## config.mk

```make
export PLATFORM = sky130hd
export DESIGN_NAME = serial_bank_switch_mapper
export DESIGN_NICKNAME = d
export VERILOG_FILES = /design/src/sbsm_pkg.sv /design/src/sbsm_xlate.sv /design/src/serial_bank_switch_mapper.sv
export SDC_FILE = /design/constraint.sdc
export NUM_CORES = 1
export LEC_CHECK = 0
export BUFFER_PORTS_ARGS = -buffer_cell sky130_fd_sc_hd__buf_4
export CORE_ASPECT_RATIO = 1.2
export CORE_MARGIN = 2
export CORE_UTILIZATION = 35
export DETAILED_ROUTE_END_ITERATION = 6
export GPL_ROUTABILITY_DRIVEN = 0
export SLEW_MARGIN = 20
export SYNTH_ARGS = -nofsm -noshare
export SYNTH_HDL_FRONTEND = slang
export SYNTH_SLANG_ARGS = --single-unit
```

## constraint.sdc

```tcl
create_clock -name clk_i -period 6.8 [get_ports clk_i]
set_clock_uncertainty 0.2 [all_clocks]
set_input_delay 1.36 -clock clk_i [delete_from_list [all_inputs] [get_ports clk_i]]
set_output_delay 1.36 -clock clk_i [all_outputs]
set_load 0.01 [all_outputs]
```

## src/sbsm_pkg.sv

```systemverilog
// Package for the serial bank-switch mapper: action and target codes,
// register select codes, state and result structs, bank helper functions.
// No dependencies.
package sbsm_pkg;

  typedef enum logic [1:0] {
    ACT_CPU_READ  = 2'd0,
    ACT_CPU_WRITE = 2'd1,
    ACT_PPU_READ  = 2'd2,
    ACT_PPU_WRITE = 2'd3
  } action_e;

  typedef enum logic [2:0] {
    TGT_NONE    = 3'd0,
    TGT_PRG_ROM = 3'd1,
    TGT_PRG_RAM = 3'd2,
    TGT_CHR     = 3'd3,
    TGT_PPU     = 3'd4,
    TGT_ERROR   = 3'd5
  } target_e;

  typedef enum logic [1:0] {
    SEL_CONTROL  = 2'd0,
    SEL_CHR_LOW  = 2'd1,
    SEL_CHR_HIGH = 2'd2,
    SEL_PRG      = 2'd3
  } reg_sel_e;

  typedef enum logic [0:0] {
    CFG_PRG_BANK_COUNT = 1'b0,
    CFG_CHR_BANK_COUNT = 1'b1
  } cfg_index_e;

  localparam logic [1:0]  PRG_MODE_FIX_LOW  = 2'd2;
  localparam logic [1:0]  PRG_MODE_FIX_HIGH = 2'd3;
  localparam logic [4:0]  LOAD_EMPTY        = 5'h10;
  localparam logic [4:0]  CONTROL_RESET     = 5'h0C;
  localparam logic [4:0]  PRG_COUNT_RESET   = 5'd8;
  localparam logic [5:0]  CHR_COUNT_RESET   = 6'd0;
  localparam logic [15:0] ADDR_PRG_HIGH     = 16'hC000;
  localparam logic [15:0] ADDR_PRG_RAM      = 16'h6000;
  localparam logic [15:0] ADDR_DEAD_END     = 16'h4020;
  localparam logic [13:0] PPU_CHR_HIGH      = 14'h1000;
  localparam logic [13:0] PPU_OTHER         = 14'h2000;

  typedef struct packed {
    logic [4:0] load_shift;
    logic [4:0] control_word;
    logic [3:0] prg_low_bank;
    logic [3:0] prg_high_bank;
    logic [4:0] chr_low_bank;
    logic [4:0] chr_high_bank;
    logic       chr_low_unmapped;
    logic       chr_high_unmapped;
  } sbsm_state_t;

  typedef struct packed {
    target_e     target;
    logic [17:0] mapped_address;
    logic        write_enable;
    logic [7:0]  write_byte;
    logic        register_committed;
    logic [1:0]  mirroring_mode;
  } sbsm_result_t;

  // last PRG bank for a given bank count, count clamped to 1..16
  function automatic logic [3:0] prg_last_bank(input logic [4:0] count);
    logic [3:0] r;
    if (count == 5'd0) begin
      r = 4'd0;
    end else if (count > 5'd16) begin
      r = 4'd15;
    end else begin
      r = 4'(count - 5'd1);
    end
    return r;
  endfunction

  // effective CHR bank count: RAM counts as two, clamped to 32
  function automatic logic [5:0] chr_banks(input logic [5:0] count);
    logic [5:0] r;
    if (count == 6'd0) begin
      r = 6'd2;
    end else if (count > 6'd32) begin
      r = 6'd32;
    end else begin
      r = count;
    end
    return r;
  endfunction

endpackage

```

## src/sbsm_xlate.sv

```systemverilog
// Address translation and serial register load for one bus transaction.
// Pure combinational: current state in, result and next state out.
// Depends on sbsm_pkg.
module sbsm_xlate (
  input  logic [1:0]          action_i,
  input  logic [15:0]         address_i,
  input  logic [7:0]          write_data_i,
  input  logic [5:0]          chr_bank_count_i,
  input  sbsm_pkg::sbsm_state_t state_i,
  output sbsm_pkg::sbsm_state_t state_o,
  output sbsm_pkg::sbsm_result_t result_o
);

  logic [4:0]  shift_v;
  logic [4:0]  even_v;
  logic [5:0]  even_p1;
  logic [5:0]  chr_n;
  logic        mode4k;
  logic [1:0]  prg_mode;
  logic [13:0] ppu_addr;
  sbsm_pkg::reg_sel_e sel;

  assign shift_v  = {write_data_i[0], state_i.load_shift[4:1]};
  assign even_v   = {shift_v[4:1], 1'b0};
  assign even_p1  = {1'b0, even_v} + 6'd1;
  assign chr_n    = sbsm_pkg::chr_banks(chr_bank_count_i);
  assign mode4k   = state_i.control_word[4];
  assign prg_mode = state_i.control_word[3:2];
  assign ppu_addr = address_i[13:0];
  assign sel      = sbsm_pkg::reg_sel_e'(address_i[14:13]);

  always_comb begin
    state_o = state_i;
    result_o.target             = sbsm_pkg::TGT_NONE;
    result_o.mapped_address     = '0;
    result_o.write_enable       = 1'b0;
    result_o.write_byte         = write_data_i;
    result_o.register_committed = 1'b0;
    unique case (sbsm_pkg::action_e'(action_i))
      sbsm_pkg::ACT_CPU_READ: begin
        priority if (address_i >= sbsm_pkg::ADDR_PRG_HIGH) begin
          result_o.target         = sbsm_pkg::TGT_PRG_ROM;
          result_o.mapped_address = {state_i.prg_high_bank, address_i[13:0]};
        end else if (address_i[15]) begin
          result_o.target         = sbsm_pkg::TGT_PRG_ROM;
          result_o.mapped_address = {state_i.prg_low_bank, address_i[13:0]};
        end else if (address_i >= sbsm_pkg::ADDR_PRG_RAM) begin
          result_o.target         = sbsm_pkg::TGT_PRG_RAM;
          result_o.mapped_address = {5'd0, address_i[12:0]};
        end else begin
          result_o.target = sbsm_pkg::TGT_ERROR;
        end
      end
      sbsm_pkg::ACT_CPU_WRITE: begin
        priority if (address_i[15]) begin
          if (write_data_i[7]) begin
            state_o.load_shift = sbsm_pkg::LOAD_EMPTY;
          end else if (state_i.load_shift[0]) begin
            state_o.load_shift = sbsm_pkg::LOAD_EMPTY;
            unique case (sel)
              sbsm_pkg::SEL_CONTROL: begin
                state_o.control_word        = shift_v;
                result_o.register_committed = 1'b1;
              end
              sbsm_pkg::SEL_CHR_LOW, sbsm_pkg::SEL_CHR_HIGH: begin
                if (!mode4k) begin
                  if (sel == sbsm_pkg::SEL_CHR_HIGH) begin
                    result_o.register_committed = 1'b1;
                  end else if (even_p1 >= chr_n) begin
                    result_o.target = sbsm_pkg::TGT_ERROR;
                  end else begin
                    state_o.chr_low_bank        = even_v;
                    state_o.chr_high_bank       = even_p1[4:0];
                    state_o.chr_low_unmapped    = 1'b0;
                    state_o.chr_high_unmapped   = 1'b0;
                    result_o.register_committed = 1'b1;
                  end
                end else if (chr_bank_count_i == 6'd0) begin
                  if (sel == sbsm_pkg::SEL_CHR_LOW) begin
                    state_o.chr_low_unmapped = 1'b1;
                  end else begin
                    state_o.chr_high_unmapped = 1'b1;
                  end
                  result_o.register_committed = 1'b1;
                end else if ({1'b0, shift_v} >= chr_n) begin
                  result_o.target = sbsm_pkg::TGT_ERROR;
                end else begin
                  if (sel == sbsm_pkg::SEL_CHR_LOW) begin
                    state_o.chr_low_bank     = shift_v;
                    state_o.chr_low_unmapped = 1'b0;
                  end else begin
                    state_o.chr_high_bank     = shift_v;
                    state_o.chr_high_unmapped = 1'b0;
                  end
                  result_o.register_committed = 1'b1;
                end
              end
              sbsm_pkg::SEL_PRG: begin
                if (prg_mode == sbsm_pkg::PRG_MODE_FIX_LOW) begin
                  state_o.prg_high_bank = shift_v[3:0];
                end else if (prg_mode == sbsm_pkg::PRG_MODE_FIX_HIGH) begin
                  state_o.prg_low_bank = shift_v[3:0];
                end else begin
                  state_o.prg_low_bank  = {shift_v[3:1], 1'b0};
                  state_o.prg_high_bank = {shift_v[3:1], 1'b1};
                end
                result_o.register_committed = 1'b1;
              end
              default: ;
            endcase
          end else begin
            state_o.load_shift = shift_v;
          end
        end else if (address_i >= sbsm_pkg::ADDR_PRG_RAM) begin
          result_o.target         = sbsm_pkg::TGT_PRG_RAM;
          result_o.mapped_address = {5'd0, address_i[12:0]};
          result_o.write_enable   = 1'b1;
        end else if (address_i < sbsm_pkg::ADDR_DEAD_END) begin
          result_o.target = sbsm_pkg::TGT_ERROR;
        end else begin
          result_o.target = sbsm_pkg::TGT_NONE;
        end
      end
      default: begin
        priority if (ppu_addr < sbsm_pkg::PPU_CHR_HIGH) begin
          if (!state_i.chr_low_unmapped) begin
            result_o.target         = sbsm_pkg::TGT_CHR;
            result_o.mapped_address = {1'b0, state_i.chr_low_bank, ppu_addr[11:0]};
            result_o.write_enable   = action_i[0];
          end
        end else if (ppu_addr < sbsm_pkg::PPU_OTHER) begin
          if (!state_i.chr_high_unmapped) begin
            result_o.target         = sbsm_pkg::TGT_CHR;
            result_o.mapped_address = {1'b0, state_i.chr_high_bank, ppu_addr[11:0]};
            result_o.write_enable   = action_i[0];
          end
        end else begin
          result_o.target         = sbsm_pkg::TGT_PPU;
          result_o.mapped_address = {4'd0, ppu_addr};
          result_o.write_enable   = action_i[0];
        end
      end
    endcase
    result_o.mirroring_mode = state_o.control_word[1:0];
  end

endmodule

```

## src/serial_bank_switch_mapper.sv

```systemverilog
// Serial bank-switch mapper top level: mapper state, config registers, result register.
// Latency: result valid the cycle after the transaction is accepted.
// Throughput: one transaction per cycle while the output is not stalled; the result register refills as it drains.
// Reset: load register empty, control 0x0C, PRG banks 0 / 7, CHR banks 0 / 1 mapped,
// 8 PRG banks, CHR RAM. Depends on sbsm_pkg and sbsm_xlate.
module serial_bank_switch_mapper (
  input  logic        clk_i,
  input  logic        rst_ni,
  input  logic        cfg_we_i,
  input  logic [0:0]  cfg_index_i,
  input  logic [5:0]  cfg_data_i,
  input  logic        in_valid_i,
  output logic        in_ready_o,
  input  logic [1:0]  action_i,
  input  logic [15:0] address_i,
  input  logic [7:0]  write_data_i,
  output logic        out_valid_o,
  input  logic        out_ready_i,
  output logic [2:0]  target_o,
  output logic [17:0] mapped_address_o,
  output logic        write_enable_o,
  output logic [7:0]  write_byte_o,
  output logic        register_committed_o,
  output logic [1:0]  mirroring_mode_o
);

  sbsm_pkg::sbsm_state_t  state_q, state_d;
  sbsm_pkg::sbsm_result_t result_d, result_q;
  logic [5:0] chr_count_q;
  logic       out_valid_q;
  logic       accept;

  assign in_ready_o = !out_valid_q || out_ready_i;
  assign accept     = in_valid_i && in_ready_o;

  sbsm_xlate u_xlate (
    .action_i         (action_i),
    .address_i        (address_i),
    .write_data_i     (write_data_i),
    .chr_bank_count_i (chr_count_q),
    .state_i          (state_q),
    .state_o          (state_d),
    .result_o         (result_d)
  );

  always_ff @(posedge clk_i or negedge rst_ni) begin
    if (!rst_ni) begin
      chr_count_q                 <= sbsm_pkg::CHR_COUNT_RESET;
      state_q.load_shift          <= sbsm_pkg::LOAD_EMPTY;
      state_q.control_word        <= sbsm_pkg::CONTROL_RESET;
      state_q.prg_low_bank        <= '0;
      state_q.prg_high_bank       <= sbsm_pkg::prg_last_bank(sbsm_pkg::PRG_COUNT_RESET);
      state_q.chr_low_bank        <= '0;
      state_q.chr_high_bank       <= 5'd1;
      state_q.chr_low_unmapped    <= 1'b0;
      state_q.chr_high_unmapped   <= 1'b0;
    end else if (cfg_we_i) begin
      unique case (sbsm_pkg::cfg_index_e'(cfg_index_i))
        sbsm_pkg::CFG_PRG_BANK_COUNT: begin
          state_q.prg_low_bank  <= '0;
          state_q.prg_high_bank <= sbsm_pkg::prg_last_bank(cfg_data_i[4:0]);
        end
        sbsm_pkg::CFG_CHR_BANK_COUNT: begin
          chr_count_q               <= cfg_data_i;
          state_q.chr_low_bank      <= '0;
          state_q.chr_high_bank     <= 5'd1;
          state_q.chr_low_unmapped  <= 1'b0;
          state_q.chr_high_unmapped <= 1'b0;
        end
        default: ;
      endcase
    end else if (accept) begin
      state_q <= state_d;
    end
  end

  always_ff @(posedge clk_i or negedge rst_ni) begin
    if (!rst_ni) begin
      out_valid_q <= 1'b0;
    end else if (in_ready_o) begin
      out_valid_q <= in_valid_i;
    end
  end

  always_ff @(posedge clk_i) begin
    if (accept) begin
      result_q <= result_d;
    end
  end

  assign out_valid_o          = out_valid_q;
  assign target_o             = result_q.target;
  assign mapped_address_o     = result_q.mapped_address;
  assign write_enable_o       = result_q.write_enable;
  assign write_byte_o         = result_q.write_byte;
  assign register_committed_o = result_q.register_committed;
  assign mirroring_mode_o     = result_q.mirroring_mode;

  // marker bit always somewhere in the load register
  a_load_marker: assert property (@(posedge clk_i) disable iff (!rst_ni)
    state_q.load_shift != 5'd0)
    else $error("load register lost its marker");

  a_commit_none: assert property (@(posedge clk_i) disable iff (!rst_ni)
    out_valid_o && register_committed_o |-> target_o == sbsm_pkg::TGT_NONE)
    else $error("commit with a memory target");

  a_we_target: assert property (@(posedge clk_i) disable iff (!rst_ni)
    out_valid_o && write_enable_o |->
      target_o != sbsm_pkg::TGT_NONE && target_o != sbsm_pkg::TGT_ERROR)
    else $error("write enable without a memory target");

  a_error_addr: assert property (@(posedge clk_i) disable iff (!rst_ni)
    out_valid_o && target_o == sbsm_pkg::TGT_ERROR |-> mapped_address_o == 18'd0)
    else $error("error result with nonzero address");

  a_commit_clears: assert property (@(posedge clk_i) disable iff (!rst_ni)
    accept && result_d.register_committed && !cfg_we_i |=>
      state_q.load_shift == sbsm_pkg::LOAD_EMPTY)
    else $error("load register not cleared after commit");

endmodule
```

# ---- Word-level counts from Yosys, hierarchy flattened
# Cells that the tools add are included.
dict set report totals {
  register_bits 70
  out_inout_bits 35
  word_cells 139
}
dict set report classes {
  mux 62
  order_cmp 9
  n_reduce_logical 26
  bitwise 5
  eq_ne 18
  add_sub_neg 2
}
# cell count
set op_table {}
lappend op_table {{$mux W22} 6}
lappend op_table {{$mux W21} 4}
lappend op_table {{$mux W12} 6}
lappend op_table {{$pmux W21 S2} 1}
lappend op_table {{$mux W20} 2}
lappend op_table {{$mux W3} 12}
lappend op_table {{$reduce_and A12 Y1} 2}
lappend op_table {{$reduce_and A11 Y1} 2}
lappend op_table {{$mux W4} 5}
lappend op_table {{$mux W5} 4}
lappend op_table {{$mux W19} 1}
lappend op_table {{$ge A16 B15 Y1 const B} 1}
lappend op_table {{$ge A16 B16 Y1 const B} 1}
lappend op_table {{$lt A16 B15 Y1 const B} 1}
lappend op_table {{$mux W8} 2}
lappend op_table {{$reduce_and A8 Y1} 2}
lappend op_table {{$ne A3 B3 Y1 const B} 5}
lappend op_table {{$lt A14 B13 Y1 const B} 1}
lappend op_table {{$lt A14 B14 Y1 const B} 1}
lappend op_table {{$mux W14} 1}
lappend op_table {{$mux W13} 1}
lappend op_table {{$mux W6} 2}
lappend op_table {{$reduce_bool A2 Y1} 6}
lappend op_table {{$mux W1} 10}
lappend op_table {{27 further kinds} 43}

# ---- Logic depth before layout (Yosys ltp)
# Gate-level depths: netlist (run 1).
dict set report depth {
  depth_word 14
  mapped_depth 9
  depth_no_buf 9
}

# ---- By module
# From an unflattened synthesis (run 1), not the netlist that was laid out.
dict set report unflattened {
  hier_cells 390
  hier_area_um2 3976.3
}
# module seq_area_each_um2 area_each_um2 instances cells_per_inst
set modules_own_cells {}
lappend modules_own_cells {serial_bank_switch_mapper 1925.6 2646.3 1 198}
lappend modules_own_cells {sbsm_xlate 0.0 1330.0 1 192}

# ---- Worst setup path after synthesis (run 1)
# No wires, ideal clock.
dict set report synth_timing {
  kind {input -> register}
  startpoint {input port out_ready_i}
  endpoint {register state_q[24] (netlist name)}
  path_stages 5
  path_slack_ns 3.319
  arrival_ns 3.156
  setup_ns 0.125
  required_ns 6.475
  path_buffers 1
  cell_sequence {nand2b_1 -> and2_1 -> and3_1 -> buf_2 -> mux2_2}
}
dict set report synth_between {
  elab_chain_cells 3
}
# element line_no
set synth_rtl {}
lappend synth_rtl {{start, declared} serial_bank_switch_mapper.sv:18} ;# input logic out_ready_i,
lappend synth_rtl {{$logic_or A1 B1 Y1} serial_bank_switch_mapper.sv:33} ;# assign in_ready_o = !out_valid_q || out_ready_i;
lappend synth_rtl {{$logic_and A1 B1 Y1} serial_bank_switch_mapper.sv:34} ;# assign accept = in_valid_i && in_ready_o;
lappend synth_rtl {{via accept} serial_bank_switch_mapper.sv:31} ;# logic accept;
lappend synth_rtl {{$reduce_and A7 Y1 (no source line)} n/a}
lappend synth_rtl {{end signal, assigned} serial_bank_switch_mapper.sv:73} ;# state_q <= state_d;
lappend synth_rtl {{end, declared} serial_bank_switch_mapper.sv:27} ;# sbsm_pkg::sbsm_state_t state_q, state_d;
# The timed path passes the listed nets, and every way through them passes these cells.
# A chain may end at the register's enable or synchronous reset.

# ---- Worst setup path after layout (run 1)
dict set report layout_timing {
  startpoint {input port out_ready_i}
  endpoint {output port in_ready_o}
}
dict set report layout_between {
  elab_chain_cells 1
}
# element line_no
set layout_rtl {}
lappend layout_rtl {{$logic_or A1 B1 Y1} serial_bank_switch_mapper.sv:33}
lappend layout_rtl {{end, declared} serial_bank_switch_mapper.sv:13} ;# output logic in_ready_o,
# No other way between the ends.

==> flow_metrics.tcl, run 1 <==
set metrics [dict create \
    dpl.cell_count 507 \
    rsz0062_at_grt "false" \
    layout_common_cells "73 x buf_4, 37 x nand2_1, 33 x edfxtp_1" \
    hpwl_mm 6.31 \
    synth.area.top_cells "edfxtp_1 28%, dfrtp_1 21%, mux2_2 7.3%" \
    worst_ep_arrival_time_ns 1.80 \
    drt_iter0_drc 125 \
    cp_slowest_cell "nand2b_1" \
    first_pass_iters 4 \
    hold_violations 0 \
    final_area_um2 4510 \
    drive_above_1_share_pct 32.5 \
    cts_sinks 70 \
    crit_family "buffers and inverters" \
    synth_top_area_share_pct 27.8 \
    finalMaxSlewViolations 0 \
    syn-instance-count 315 \
    crit_path_frequent_cell "buf_4" \
    clock_latency_ns 0.33 \
    grt_pass1_vias 2624 \
    cts-root-buf "clkbuf_16" \
    mostFrequentLayoutCell "buf_4" \
    via_per_inst 5.13 \
    async_flop_share_pct 52.9 \
    finalPower_w 0.00111 \
    ys_ff_latch 70 \
    coreArea_um2 9960 \
    tightest_slew_ns 0.719 \
    antenna_found_initial 0 \
    fp.dieW_um 96.1 \
    io_buffers 72 \
    cts_buffers 9 \
    reg2reg_to "state_q[10]" \
    relSlewSlack_pct 51.6 \
    ctsHoldBuffers 0 \
    worstRegToRegCells 8 \
    cap_violations 0 \
    wl_per_cell_um 16.3 \
    syn_avg_cell_area_um2 11.3 \
    endpoint_kind "primary output" \
    grt_overflow 0 \
    drt_wl_total_mm 8.51 \
    post-route-util_pct 45.3 \
    critPathBufInv 2 \
    grtUsageTotal_pct 16.2 \
    hold_path_end "state_q[11]" \
    syn_area_um2 3560 \
    grt_pass1_wl_mm 13.2 \
    pin_count 73 \
    reg2reg_from "chr_count_q[0]" \
    hold_start "state_q[11]" \
    synth_top_flop_cell "edfxtp_1" \
    final.setup.tns_ns 0 \
    synth-edff-count 33 \
    crit_required_ns 5.24 \
    max_freq_mhz 298 \
    clockBufferDepth 2 \
    worstSetupStartpointType "input pin" \
    hold_path_depth 1 \
    post_cts_buffers 0 \
    critPathKind "in -> out" \
    leakage_nw 1.89 \
    start_util_pct 35.8 \
    postCtsResizedCells 0 \
    placed_area_um2 4230 \
    ys_seq_area_share_pct 54.1 \
    clkTransAtPathRegs_ns 0.05 \
    finalCritPeriodShare_pct 49.4 \
    status "finished clean" \
    synthToLayoutAreaGrowth_pct 26.7 \
    htreeDepth 3 \
    ant_nets 0 \
    fp-row-count 40 \
    cts_tree "built" \
    vdd_drop_max_v 0.000136 \
    vias 2681 \
    nets 441 \
    final_cell_count_no_fill 523 \
    critPathMaxStageDelay_ns 0.17 \
    dieHeight_um 115 \
    finalSetupViolCount 0 \
    rrSetupSlack_ns 3.78 \
    syn-num-nets 364 \
    worstPathMaxFanout 4 \
    hold_path.class "reg -> reg" \
    worstPathCellList "buf_4, nand2b_1, buf_4" \
    yosysUniqueCellTypes 55 \
    drc 0 \
    yosysWarnings 0 \
    dieArea_um2 11000 \
    yosysTopAreaCell "edfxtp_1" \
    fin_crit_ns 3.36 \
    diodes 0 \
    nFillCells 948 \
    grt_max_degree 38 \
    power_density_nw_per_um2 247 \
]
-- metrics by stage --
stage,hold slack [ns],setup WS (ns)
floorplan,0.257,3.32
global placement,0.293,3.35
detailed placement,0.297,3.26
CTS,0.309,3.44
global route,0.328,3.41
finish,0.308,3.44
-- layer usage --
metal | vias to the layer above | share of wire, % | global-route usage [%]
li1 | 1306 | - | -
met1 | 1271 | 44 | 20.2
met2 | 86 | 47 | 25.8
met3 | 18 | 6.3 | 4.08
met4 | 0 | 2.7 | 8.10
met5 | - | 0 | 0
-- registers in the layout (all words and copies together), names as in the netlist --
| name | flops |
|---|---|
| mapped_address_o | 18 |
| write_enable_o | 1 |
| target_o | 3 |
| mirroring_mode_o | 2 |
| register_committed_o | 1 |
| chr_count_q | 6 |
| write_byte_o | 8 |
| state_q | 30 |
| out_valid_o | 1 |
-- cells in the mapped netlist (all sizes together) (2+ instances only) --
library cell	count
dfrtp	30
mux2	23
and2	16
mux2i	4
edfxtp	33
nand3	2
ha	11
o21a	3
o21ai	19
a21oi	14
o31ai	2
and3	2
clkbuf	3
nand3b	2
inv	14
a31oi	5
a211o	2
a22oi	3
nor3b	4
dfstp	7
a41oi	2
a211oi	7
buf	3
a22o	3
nor2b	3
nor3	9
nor4	5
nand2	37
o211ai	3
nand2b	5
nor2	22
-- layout make-up --
class                      instances  area [µm²]  share of cell area (%)
clock buffer                      12         236                    5.24
clock inverter                     4        47.5                    1.05
multi-input combinational        223        1540                    34.2
inverter                          15        56.3                    1.25
tap                              126         158                    3.49
timing repair buffer              73         548                    12.1
sequential                        70        1930                    42.7
-- report_power, final --
group | internal [W] | total [W] | switching (W)
Clock | 0.000283 | 0.000459 | 0.000176
Sequential | 0.000479 | 0.000498 | 0.0000193
Combinational | 0.0000709 | 0.000156 | 0.0000856
-- worst max path at each step --
stage	startpoint	end	slack, ns	cells after the start
CTS	out_ready_i	in_ready_o	3.44	3
detailed placement	address_i[13]	mapped_address_o[15]	3.26	8
global route	out_ready_i	in_ready_o	3.41	3
finish	out_ready_i	in_ready_o	3.44	3
floorplan	out_ready_i	state_q[24]	3.32	5
global placement	write_data_i[0]	state_q[4]	3.35	7
-- kinds of logic (layout without fill, tap and decap cells) --
group	after synthesis	after routing	share of synthesized area [%]
muxes	27	27	8.39
DFF	70	70	54.1
buffers and inverters	22	104	2.67
AOI/OAI and AO/OA	72	72	14.5
adders and majority gates	11	11	3.86
and+or+nand+nor	113	113	16.5
Power figures use the tool's default switching activity.
==> run 2: changes to the inputs <==
--- a/config.mk
+++ b/config.mk
@@ -5,6 +5,7 @@
 export SDC_FILE = /design/constraint.sdc
 export NUM_CORES = 1
 export LEC_CHECK = 0
+export ABC_AREA = 1
 export BUFFER_PORTS_ARGS = -buffer_cell sky130_fd_sc_hd__buf_4
 export CORE_ASPECT_RATIO = 1.2
 export CORE_MARGIN = 2
==> constraint.sdc (replaced) <==
create_clock -name clk_i -period 3.2 [get_ports clk_i]
set_clock_uncertainty 0.2 [all_clocks]
set_input_delay 0.64 -clock clk_i [delete_from_list [all_inputs] [get_ports clk_i]]
set_output_delay 0.64 -clock clk_i [all_outputs]
set_load 0.01 [all_outputs]
==> flow_metrics.tcl, run 2 <==
set metrics [dict create \
    status "finished clean" \
    hold_violations 0 \
    async_flop_share_pct 52.9 \
    via_per_inst 4.98 \
    antenna_found_initial 0 \
    finalSetupViolCount 0 \
    vdd_drop_max_v 0.000261 \
    final_cell_count_no_fill 642 \
    fin_crit_ns 2.56 \
    max_freq_mhz 391 \
    fp.dieW_um 100 \
    clkTransAtPathRegs_ns 0.06 \
    switchingPower_w 0.000723 \
    clock_latency_ns 0.33 \
    internal_power_w 0.00177 \
    tightest_slew_ns 0.653 \
    worstPathMaxFanout 12 \
    finalCritPeriodShare_pct 79.9 \
    placed_area_um2 4580 \
    cp_slowest_cell "dfrtp_1" \
    worst_ep_arrival_time_ns 2.58 \
    grt_max_degree 38 \
    pre_cts_ws_ns 0.612 \
    final.setup.worst_slack_ns 0.644 \
    yosysWarnings 0 \
    drive_above_1_share_pct 27.8 \
    power_density_nw_per_um2 514 \
    endpoint_kind "register" \
    drt_iter0_drc 182 \
    swShare_pct 29.0 \
    drt_wl_total_mm 9.46 \
    worstSetupStartpointType "register" \
    synthToLayoutAreaGrowth_pct 23.9 \
    crit_required_ns 3.22 \
    synth-xor-area-share_pct 0.224 \
    grt_pass1_wl_mm 15.3 \
    dieArea_um2 12000 \
    synth_common_cells "95 x nand2_1, 50 x inv_1, 35 x nor2_1" \
    finalMaxSlewViolations 0 \
    coreArea_um2 11000 \
    clkPwrFrac_pct 35.4 \
    drc 0 \
    syn-instance-count 427 \
    fp-row-count 42 \
    layout_common_cells "95 x nand2_1, 73 x buf_4, 50 x inv_1" \
    cts-root-buf "clkbuf_16" \
    relSlewSlack_pct 56.1 \
    regMostFlops "state_q" \
    mostFrequentLayoutCell "nand2_1" \
    hpwl_mm 7.32 \
    grt_overflow 0 \
    muxShareOfSynthArea_pct 0.577 \
    syn-num-nets 476 \
    cap_violations 0 \
    worstPathCellList "nor2_1, nand3_1, nand2_1, ha_1, inv_1, o21bai_1, nand2_1, nand3_2, a21oi_4, nand3_2, nand2_1, nand2_1" \
    nets 554 \
    wl_per_cell_um 14.7 \
    clockBufferDepth 2 \
    grt_pass1_vias 3180 \
    largest_register_ffs 30 \
    yosysTopAreaCell "edfxtp_1" \
    synth-compound-area-share_pct 10.2 \
    postCtsResizedCells 0 \
    dieHeight_um 120 \
    final.setup.tns_ns 0 \
    crit_family "simple AND/OR/NAND/NOR gates" \
    crit_path_frequent_cell "nand2_1" \
    worst-path-stages 12 \
    synth-edff-count 33 \
    cts_sinks 70 \
    critPathBufInv 1 \
    diodes 0 \
    ys_seq_area_share_pct 49.3 \
    htreeDepth 3 \
    final_area_um2 4840 \
    vias 3196 \
    finalPower_w 0.00249 \
    post_cts_buffers 0 \
    first_pass_iters 4 \
    critPathKind "reg -> reg" \
    ant_nets 0 \
    worstRegToRegCells 12 \
    seqPwrFrac_pct 45.2 \
    io_buffers 72 \
    rsz0062_at_grt "false" \
    dpl.cell_count 626 \
    comb_power_share_pct 19.4 \
    cts_tree "built" \
    hold_path.class "in -> async" \
    synth-simple-area-share_pct 28.5 \
    ys_ff_latch 70 \
    start_util_pct 35.6 \
    syn_avg_cell_area_um2 9.15 \
    synth_top_flop_cell "edfxtp_1" \
    yosysUniqueCellTypes 51 \
    pin_count 73 \
    synth.area.top_cells "edfxtp_1 25%, dfrtp_1 19%, nand2_1 9.1%" \
    synth_fa_ha_area_share_pct 3.52 \
    syn_area_um2 3910 \
    grtUsageTotal_pct 16.6 \
    cts_buffers 9 \
    ctsHoldBuffers 0 \
    critPathMaxStageDelay_ns 0.40 \
    synth_top_area_share_pct 25.4 \
    synth_top_family_by_area "simple AND/OR/NAND/NOR gates" \
    leakage_nw 2.30 \
    synth_most_common_cell "nand2_1" \
]
## run 2: changes by cell type after synthesis, sizes merged, moves of 16 or more
cell and change:
mux2 -21, and2 -16, nand2 +66, inv +47, nand3 +27, nor2 +24
## run 2: cell families after synthesis
group | count (synthesis)
buffers and inverters | 69
xor gates and xnor gates | 1
DFF | 70
adders and majority gates | 11
AOI/OAI and AO/OA | 61
and+or+nand+nor | 213
muxes | 2
## run 2: per-stage QoR
step / hold slack (ns) / utilization (%)
after floorplan: 0.144 / -
after global placement: 0.270 / 41.7
after detailed placement: 0.267 / 41.7
after CTS: 0.0895 / 44.1
after global routing: 0.108 / 44.1
final: 0.0734 / 44.1
## run 2: per-layer routing
layer	track usage [%]	part of all wire [%]	up-vias
met1	19.5	43	1499
li1	-	-	1590
met2	28.8	50	93
met4	5.99	2.0	0
met3	4.54	5.2	14
met5	0	0	-
## run 2: area by class of cell
class | count | area (µm²)
clock inverter | 5 | 26.3
inverter | 63 | 251
tap | 132 | 165
multi-input combinational | 288 | 1690
sequential | 70 | 1930
timing repair buffer | 73 | 548
fill | 1076 | 6140
clock buffer | 11 | 233
## run 2: worst paths after layout
kind / startpoint / to / slack, ns
worst max-delay path: chr_count_q[1] / state_q[9] / 0.64
max in group asynchronous: rst_ni / state_q[29] / 2.36
min in group clk_i: state_q[10] / state_q[10] / 0.27
worst max register to register: chr_count_q[1] / state_q[9] / 0.64
worst min-delay path: rst_ni / out_valid_o / 0.07
worst min register to register: state_q[10] / state_q[10] / 0.27
## run 2: power groups by stage
stage / clock network, W / registers (W) / logic, W
2_1_floorplan: 0 / 0.00114 / 0.000306
3_3_place_gp: 0 / 0.00114 / 0.000472
3_5_place_dp: 0 / 0.00114 / 0.000487
4_1_cts: 0.000900 / 0.00113 / 0.000489
5_1_grt: 0.000952 / 0.00113 / 0.000545
6_report: 0.000881 / 0.00112 / 0.000483
